==> config.mk <==
export PLATFORM = sky130hd
export DESIGN_NAME = csv_field_tokenizer
export DESIGN_NICKNAME = d
export VERILOG_FILES = /design/src/rtl/csvt_pkg.sv /design/src/rtl/csv_field_tokenizer.sv /design/src/rtl/csvt_parse.sv /design/src/rtl/csvt_outq.sv
export SDC_FILE = /design/constraint.sdc
export NUM_CORES = 1
export LEC_CHECK = 0
export ABC_AREA = 1
export BUFFER_PORTS_ARGS = -buffer_cell sky130_fd_sc_hd__buf_2
export CAP_MARGIN = 5
export CORE_ASPECT_RATIO = 0.75
export CORE_MARGIN = 5
export CORE_UTILIZATION = 57
export DETAILED_ROUTE_END_ITERATION = 8
export PLACE_DENSITY = 0.82
export SLEW_MARGIN = 40
export SYNTH_ARGS = -nofsm -noshare
export SYNTH_HDL_FRONTEND = slang
export SYNTH_SLANG_ARGS = --single-unit
==> constraint.sdc <==
create_clock -name clk -period 5.7 [get_ports clk]
set_input_delay 0.285 -clock clk [delete_from_list [all_inputs] [get_ports clk]]
set_output_delay 0.285 -clock clk [all_outputs]
set_load 0.02 [all_outputs]
==> src/rtl/csvt_pkg.sv <==
// Shared types and character constants for the CSV field tokenizer.
`timescale 1ns / 1ps
`default_nettype none

package csvt_pkg;

  // Character codes
  localparam logic [7:0] CH_QUOTE = 8'h22;
  localparam logic [7:0] CH_COMMA = 8'h2C;
  localparam logic [7:0] CH_SEMI  = 8'h3B;
  localparam logic [7:0] CH_BAR   = 8'h7C;
  localparam logic [7:0] CH_CR    = 8'h0D;
  localparam logic [7:0] CH_LF    = 8'h0A;

  // Quote tracking codes; the unused fourth code counts as outside
  localparam logic [1:0] QM_OUTSIDE = 2'd0;
  localparam logic [1:0] QM_INSIDE  = 2'd1;
  localparam logic [1:0] QM_QSEEN   = 2'd2;

  // Result queue geometry
  localparam int unsigned QDEPTH = 4;
  localparam int unsigned QAW    = $clog2(QDEPTH);

  // One result item
  typedef struct packed {
    logic       data_valid;
    logic [7:0] field_byte;
    logic       field_end;
    logic       record_end;
    logic [7:0] active_delimiter;
  } result_t;

  // Up to two result items made from one input item
  typedef struct packed {
    logic [1:0]        n;
    result_t [1:0]     r;
  } result_pair_t;

endpackage

`default_nettype wire

==> src/rtl/csv_field_tokenizer.sv <==
// Top level of the streaming CSV field tokenizer.
`timescale 1ns / 1ps
`default_nettype none

// Streaming CSV tokenizer: one text byte per input item, result items carry
// unquoted field bytes with field-end and record-end marks and the delimiter
// in force. The parser decides each byte combinationally and pushes up to two
// result items into a four-entry output queue; in_ready stays high while the
// queue has room for two, so bytes that give at most one item stream at one
// per cycle while the output does not stall. A byte that gives two items (a
// held carriage return followed by content, or a field end followed by the
// end-of-text close) leaves the single-item output port as two items.
// Result items are registered in the queue. Write cfg_fixed_delimiter only
// while idle; zero selects automatic choice of comma, semicolon or bar.
module csv_field_tokenizer (
  input  wire logic       clk,
  input  wire logic       rst_n,
  input  wire logic       in_valid,
  output logic            in_ready,
  input  wire logic [7:0] in_byte,
  input  wire logic       in_end_of_text,
  output logic            out_valid,
  input  wire logic       out_ready,
  output logic            out_data_valid,
  output logic [7:0]      out_field_byte,
  output logic            out_field_end,
  output logic            out_record_end,
  output logic [7:0]      out_active_delimiter,
  input  wire logic       cfg_we,
  input  wire logic [7:0] cfg_fixed_delimiter
);

  logic [7:0]              fixed_r;
  logic                    accept;
  logic                    room;
  csvt_pkg::result_pair_t  results;
  csvt_pkg::result_t       head;

  assign in_ready = room;
  assign accept   = in_valid && in_ready;

  // Hold the configured delimiter
  always_ff @(posedge clk) begin
    if (!rst_n) begin
      fixed_r <= 8'h00;
    end else if (cfg_we) begin
      fixed_r <= cfg_fixed_delimiter;
    end
  end

  csvt_parse u_parse (
    .clk             (clk),
    .rst_n           (rst_n),
    .accept          (accept),
    .in_byte         (in_byte),
    .in_end_of_text  (in_end_of_text),
    .fixed_delimiter (fixed_r),
    .results         (results)
  );

  csvt_outq u_outq (
    .clk       (clk),
    .rst_n     (rst_n),
    .push      (accept),
    .push_data (results),
    .room      (room),
    .out_valid (out_valid),
    .out_ready (out_ready),
    .out_data  (head)
  );

  // Drive result fields from the queue head
  assign out_data_valid       = head.data_valid;
  assign out_field_byte       = head.field_byte;
  assign out_field_end        = head.field_end;
  assign out_record_end       = head.record_end;
  assign out_active_delimiter = head.active_delimiter;

endmodule

`default_nettype wire

==> src/rtl/csvt_parse.sv <==
// Byte parser: quote, delimiter and record state plus result generation.
`timescale 1ns / 1ps
`default_nettype none

module csvt_parse (
  input  wire logic                  clk,
  input  wire logic                  rst_n,
  input  wire logic                  accept,
  input  wire logic [7:0]            in_byte,
  input  wire logic                  in_end_of_text,
  input  wire logic [7:0]            fixed_delimiter,
  output csvt_pkg::result_pair_t     results
);

  logic [1:0] qm_r, qm_nxt;
  logic [7:0] lock_r, lock_nxt;
  logic       pend_r, pend_nxt;

  // Append a content byte
  function automatic csvt_pkg::result_pair_t put_data(csvt_pkg::result_pair_t s,
                                                      logic [7:0] b, logic [7:0] d);
    csvt_pkg::result_pair_t t;
    t = s;
    t.r[s.n[0]].data_valid       = 1'b1;
    t.r[s.n[0]].field_byte       = b;
    t.r[s.n[0]].field_end        = 1'b0;
    t.r[s.n[0]].record_end       = 1'b0;
    t.r[s.n[0]].active_delimiter = d;
    t.n = s.n + 2'd1;
    return t;
  endfunction

  // Close the field, merging into a preceding open data item
  function automatic csvt_pkg::result_pair_t put_end(csvt_pkg::result_pair_t s,
                                                     logic rec, logic [7:0] d);
    csvt_pkg::result_pair_t t;
    logic                   last;
    logic                   idx;
    t = s;
    last = (s.n == 2'd2);
    if (s.n != 2'd0 && s.r[last].data_valid && !s.r[last].field_end) begin
      idx = last;
    end else begin
      idx = s.n[0];
      t.r[idx].data_valid = 1'b0;
      t.r[idx].field_byte = 8'h00;
      t.n = s.n + 2'd1;
    end
    t.r[idx].field_end        = 1'b1;
    t.r[idx].record_end       = rec;
    t.r[idx].active_delimiter = d;
    return t;
  endfunction

  // Handle one byte against the current state
  always_comb begin
    csvt_pkg::result_pair_t s;
    logic                   rec_done;
    logic                   outside;
    logic                   early;
    logic [7:0]             cur;
    s        = '0;
    rec_done = 1'b0;
    outside  = 1'b0;
    early    = 1'b0;
    qm_nxt   = qm_r;
    lock_nxt = lock_r;
    pend_nxt = pend_r;
    cur      = (fixed_delimiter != 8'h00) ? fixed_delimiter : lock_r;

    // Resolve a held carriage return
    if (pend_r) begin
      pend_nxt = 1'b0;
      if (in_byte == csvt_pkg::CH_LF) begin
        s        = put_end(s, 1'b1, cur);
        lock_nxt = 8'h00;
        rec_done = 1'b1;
        early    = 1'b1;
      end else begin
        s = put_data(s, csvt_pkg::CH_CR, cur);
      end
    end

    // Quote tracking
    if (!early) begin
      case (qm_r)
        csvt_pkg::QM_QSEEN: begin
          if (in_byte == csvt_pkg::CH_QUOTE) begin
            s      = put_data(s, csvt_pkg::CH_QUOTE, cur);
            qm_nxt = csvt_pkg::QM_INSIDE;
          end else begin
            qm_nxt  = csvt_pkg::QM_OUTSIDE;
            outside = 1'b1;
          end
        end
        csvt_pkg::QM_INSIDE: begin
          if (in_byte == csvt_pkg::CH_QUOTE) begin
            qm_nxt = csvt_pkg::QM_QSEEN;
          end else begin
            s = put_data(s, in_byte, cur);
          end
        end
        default: begin
          qm_nxt  = csvt_pkg::QM_OUTSIDE;
          outside = 1'b1;
        end
      endcase
    end

    // Unquoted byte meanings
    if (outside) begin
      if (in_byte == csvt_pkg::CH_QUOTE) begin
        qm_nxt = csvt_pkg::QM_INSIDE;
      end else if (in_byte == csvt_pkg::CH_LF) begin
        s        = put_end(s, 1'b1, cur);
        lock_nxt = 8'h00;
        rec_done = 1'b1;
      end else if (in_byte == csvt_pkg::CH_CR) begin
        if (in_end_of_text) begin
          s = put_data(s, csvt_pkg::CH_CR, cur);
        end else begin
          pend_nxt = 1'b1;
        end
      end else if (cur != 8'h00) begin
        if (in_byte == cur) begin
          s = put_end(s, 1'b0, cur);
        end else begin
          s = put_data(s, in_byte, cur);
        end
      end else if (in_byte == csvt_pkg::CH_COMMA || in_byte == csvt_pkg::CH_SEMI ||
                   in_byte == csvt_pkg::CH_BAR) begin
        // Lock the first auto delimiter of the record
        lock_nxt = in_byte;
        cur      = in_byte;
        s        = put_end(s, 1'b0, cur);
      end else begin
        s = put_data(s, in_byte, cur);
      end
    end

    // Close out the text
    if (in_end_of_text) begin
      if (!rec_done) begin
        s = put_end(s, 1'b1, cur);
      end
      qm_nxt   = csvt_pkg::QM_OUTSIDE;
      pend_nxt = 1'b0;
      lock_nxt = 8'h00;
    end

    results = s;
  end

  // Advance state on each accepted item
  always_ff @(posedge clk) begin
    if (!rst_n) begin
      qm_r   <= csvt_pkg::QM_OUTSIDE;
      lock_r <= 8'h00;
      pend_r <= 1'b0;
    end else if (accept) begin
      qm_r   <= qm_nxt;
      lock_r <= lock_nxt;
      pend_r <= pend_nxt;
    end
  end

endmodule

`default_nettype wire

==> src/rtl/csvt_outq.sv <==
// Result queue: up to two items in per cycle, one out per ready cycle.
`timescale 1ns / 1ps
`default_nettype none

module csvt_outq (
  input  wire logic                   clk,
  input  wire logic                   rst_n,
  input  wire logic                   push,
  input  wire csvt_pkg::result_pair_t push_data,
  output logic                        room,
  output logic                        out_valid,
  input  wire logic                   out_ready,
  output csvt_pkg::result_t           out_data
);

  localparam int unsigned CW = csvt_pkg::QAW + 1;

  csvt_pkg::result_t          q_r [csvt_pkg::QDEPTH];
  logic [csvt_pkg::QAW-1:0]   wr_ptr_r, wr_ptr_nxt;
  logic [csvt_pkg::QAW-1:0]   rd_ptr_r, rd_ptr_nxt;
  logic [CW-1:0]              count_r, count_nxt;
  logic [1:0]                 n_push;
  logic                       pop;
  logic [csvt_pkg::QAW-1:0]   wr_ptr_p1;

  assign n_push    = push ? push_data.n : 2'd0;
  assign pop       = out_valid && out_ready;
  assign wr_ptr_p1 = wr_ptr_r + csvt_pkg::QAW'(1);
  assign out_valid = (count_r != '0);
  assign out_data  = q_r[rd_ptr_r];
  // Need space for a full pair before taking an item
  assign room      = (count_r <= CW'(csvt_pkg::QDEPTH - 2));

  assign wr_ptr_nxt = wr_ptr_r + csvt_pkg::QAW'(n_push);
  assign rd_ptr_nxt = rd_ptr_r + csvt_pkg::QAW'(pop);
  assign count_nxt  = count_r + CW'(n_push) - CW'(pop);

  // Store pushed items
  always_ff @(posedge clk) begin
    if (n_push != 2'd0) begin
      q_r[wr_ptr_r] <= push_data.r[0];
    end
    if (n_push == 2'd2) begin
      q_r[wr_ptr_p1] <= push_data.r[1];
    end
  end

  // Track pointers and fill level
  always_ff @(posedge clk) begin
    if (!rst_n) begin
      wr_ptr_r <= '0;
      rd_ptr_r <= '0;
      count_r  <= '0;
    end else begin
      wr_ptr_r <= wr_ptr_nxt;
      rd_ptr_r <= rd_ptr_nxt;
      count_r  <= count_nxt;
    end
  end

endmodule

`default_nettype wire

==> flow_summary.yaml <==
clocking:
  cts_resizes: 0
  cts_tree: "done"
  ctsLongestPathBuffers: 2
  cts-hold-fix-buffers: 0
  ctsRootBufferMaster: "clkbuf_16"
  clock_network_latency_to_the_later_pin_of_the_worst_skew_pair_ns: 0.37
  setup_bufs_post_cts: 0
  cts_max_level: 3
  cts.clk_slew.worst_paths_ns: 0.08
  tritoncts.num_buffers: 9
  tritoncts_num_sinks: 102
pwr:
  clkPwrFrac: 0.272
  power_mw: 2.48
  swShare: 0.395
  ir_worst_vdd_uv: 166
  total_switching_power_mw: 0.980
  comb_power_share: 0.351
  cellLeakagePower_nw: 4.30
  power_density_nw_per_um2: 275
  int_pwr_mw: 1.50
  pwr-share-seq: 0.377
logic_synthesis:
  ys_seq_area_frac: 0.337
  synth-seq-cells: 102
  synth-async-reset-ratio: 0
  synth_edf_count: 76
  ys.flop_type: "edfxtp_1"
  syn-num-nets: 1301
  yosysWarnings: 0
  yosysUniqueCellTypes: 47
  syn-mean-instance-area_um2: 6.58
  syn-cell-area_um2: 8320
  number_of_instances_in_the_synthesized_netlist: 1264
routing:
  vias: 9020
  post-route-drc-count: 0
  vias_per_cell: 6.08
  drt_wl_total_um: 28400
  drt_first_iter_violations: 1327
  firstDrtPassIters: 6
  dr_wl_cell_um: 19.2
  antenna_left: 0
critical_path:
  critical_path.most_common_cell: "nand2_1"
  critical_path_arrival_ns: 5.20
  cp_max_fanout: 9
  critical_path.endpoint_type: "flop"
  r2r_cells: 29
  cp_slowest_cell: "o21ai_0"
  cp.required_ns: 5.95
  max_stage_delay_ns: 0.47
  critical_path_class: "reg -> reg"
  timing.critical_path.from_type: "flop"
  worst_r2r_startpoint: "fixed_r[1]"
  capture_instance_of_the_worst_register_to_register_path: "u_outq.count_r[2]"
  r2r_setup_slack_ns: 0.75
layout:
  share_of_final_layout_standard_cells_stronger_than_drive_strength_1: 0.109
  syn_to_final_growth_pct: 8.39
  antenna_cells: 0
  number_of_nets_in_the_layout: 1315
global_route:
  grt_util_all_layers: 0.334
  vias_in_the_first_global_route: 8160
  grt_first_pass_wirelength_um: 44700
  antenna_violations_before_repair: 0
  grt_max_degree: 77
  total_grt_overflow: 0
sta:
  timing.setup.tns_ns: 0
  timing.slew.headroom: 0.450
  worst_slew_pin_slew_ns: 0.819
  clock-skew-final_ns: 0.00881
  fin_crit_ns: 4.95
  rsz0062_at_grt: "false"
  final_min_period_over_clock_period: 0.868
  slew_viol_final: 0
  setup_viol: 0
  maxClockFrequency_mhz: 202
  finalHoldViolCount: 0
placed_design:
  port_buffers: 42
  dp_hpwl_um: 20200
  gp_congestion: 1.05
floorplan:
  std_cell_rows: 38
  dieHeight_um: 115
  fp.dieArea_um2: 17100
  die_width_um: 149
  ioPinCount: 43
  initial_core_util: 0.577
  coreArea_um2: 14400
hold_path:
  hold-path-cell-count: 3
  hold_path_startpoint: "cfg_fixed_delimiter[2]"
  min_path_type: "in -> reg"
  hold_end: "fixed_r[2]"
run:
  drv.max_cap_violation_count: 0
run_status:
  run_status: "complete, no violations"
==> logic make-up (layout without fill, tap and decap cells) <==
logic type               count (synthesis)  after routing  synth area share
flip-flops                             102            102             0.337
XOR/XNOR                                 4              4           0.00421
AO/OA/AOI/OAI                          271            271             0.180
buffers and inverters                  206            225             0.103
AND/OR/NAND/NOR                        666            666             0.352
adder cells (fa/ha/maj)                 15             15            0.0235
==> cells in the mapped netlist, types with 3 or more instances <==
cell type | count | share of area
o31ai_1 | 4 | 0.0036
nor2_1 | 87 | 0.039
ha_1 | 14 | 0.021
buf_2 | 17 | 0.010
nor2_4 | 3 | 0.0041
nand2_1 | 393 | 0.18
nor3_1 | 6 | 0.0036
nand3_1 | 120 | 0.072
o22ai_1 | 29 | 0.022
o211ai_1 | 15 | 0.014
clkbuf_1 | 39 | 0.018
nand3b_1 | 3 | 0.0027
nand2_2 | 18 | 0.014
o21ai_1 | 3 | 0.0018
nand3_2 | 7 | 0.0084
a22oi_1 | 3 | 0.0027
nor2_2 | 3 | 0.0023
o21ai_0 | 142 | 0.085
inv_1 | 130 | 0.059
dfxtp_1 | 26 | 0.063
a21boi_0 | 3 | 0.0027
inv_2 | 9 | 0.0041
a21oi_1 | 60 | 0.036
edfxtp_1 | 76 | 0.27
nand2_4 | 4 | 0.0054
buf_6 | 6 | 0.0081
nand4_1 | 15 | 0.011
==> metal layers <==
layer	wire, um	share of wire	GRT usage	vias up
met5	0	0	0	-
met4	582	0.020	0.108	0
met3	3400	0.12	0.0732	64
met2	12100	0.43	0.483	571
met1	12300	0.43	0.496	4147
li1	-	-	-	4238
==> worst max path at each step <==
stage,startpoint,endpoint,slack (ns),cells past startpoint
finish,fixed_r[1],u_outq.count_r[2],0.75,29
CTS,in_byte[6],u_outq.count_r[2],0.92,36
floorplan,in_byte[0],u_outq.q_r[2][0],0.01,35
global route,in_byte[7],u_outq.count_r[2],0.30,36
global placement,in_byte[7],u_outq.q_r[3][14],0.45,33
detailed placement,in_byte[7],u_outq.count_r[2],0.54,36
==> sequential cells by signal (all words and copies together) (netlist names) <==
| name | count |
|---|---|
| u_outq.q_r | 76 |
| fixed_r | 8 |
| u_parse.lock_r | 8 |
| u_outq.count_r | 3 |
| u_outq.rd_ptr_r | 2 |
| u_outq.wr_ptr_r | 2 |
| u_parse.qm_r | 2 |
| u_parse.pend_r | 1 |
==> critical path, delay by kind of cell, from the launching register on <==
kind	cells	cell delay (ns)
simple gates	18	2.25
fa+ha+maj	3	1.01
compound gates	4	0.85
flops	1	0.34
buf+inv	3	0.21
xor+xnor	1	0.17
==> power groups by stage <==
stage	Clock (mW)	Sequential (mW)	Combinational [mW]
floorplan	0	0.938	0.583
global placement	0	0.947	0.844
detailed placement	0	0.950	0.855
CTS	0.674	0.933	0.858
global route	0.711	0.940	0.958
finish	0.675	0.934	0.870
==> cell usage in the layout, fill, tap and decap left out, types with 25 or more instances in the layout <==
cell / synthesis / layout
nand3_1: 120 / 120
dfxtp_1: 26 / 25
o22ai_1: 29 / 29
edfxtp_1: 76 / 76
buf_2: 17 / 42
inv_1: 130 / 128
a21oi_1: 60 / 60
nand2_1: 393 / 393
nor2_1: 87 / 87
o21ai_0: 142 / 140
==> final cells by class <==
class	count	area, um^2
Clock inverter	7	92.6
Clock buffer	9	225
Multi-Input combinational cell	956	4670
Timing Repair Buffer	68	443
Fill cell	1366	5390
Tap cell	200	250
Inverter	141	532
Sequential cell	102	2800
==> through the flow <==
step	hold WS [ns]	worst slack, ns	cell area (um^2)	utilization	instances
floorplan	0.423	0.0139	8320	-	1264
global placement	0.453	0.447	8670	0.602	1466
detailed placement	0.464	0.535	8680	0.602	1466
CTS	0.209	0.916	8990	0.624	1482
global route	0.260	0.299	9020	0.626	1483
finish	0.211	0.752	9020	0.626	1483
No activity file was read; power rests on OpenSTA's default activity.
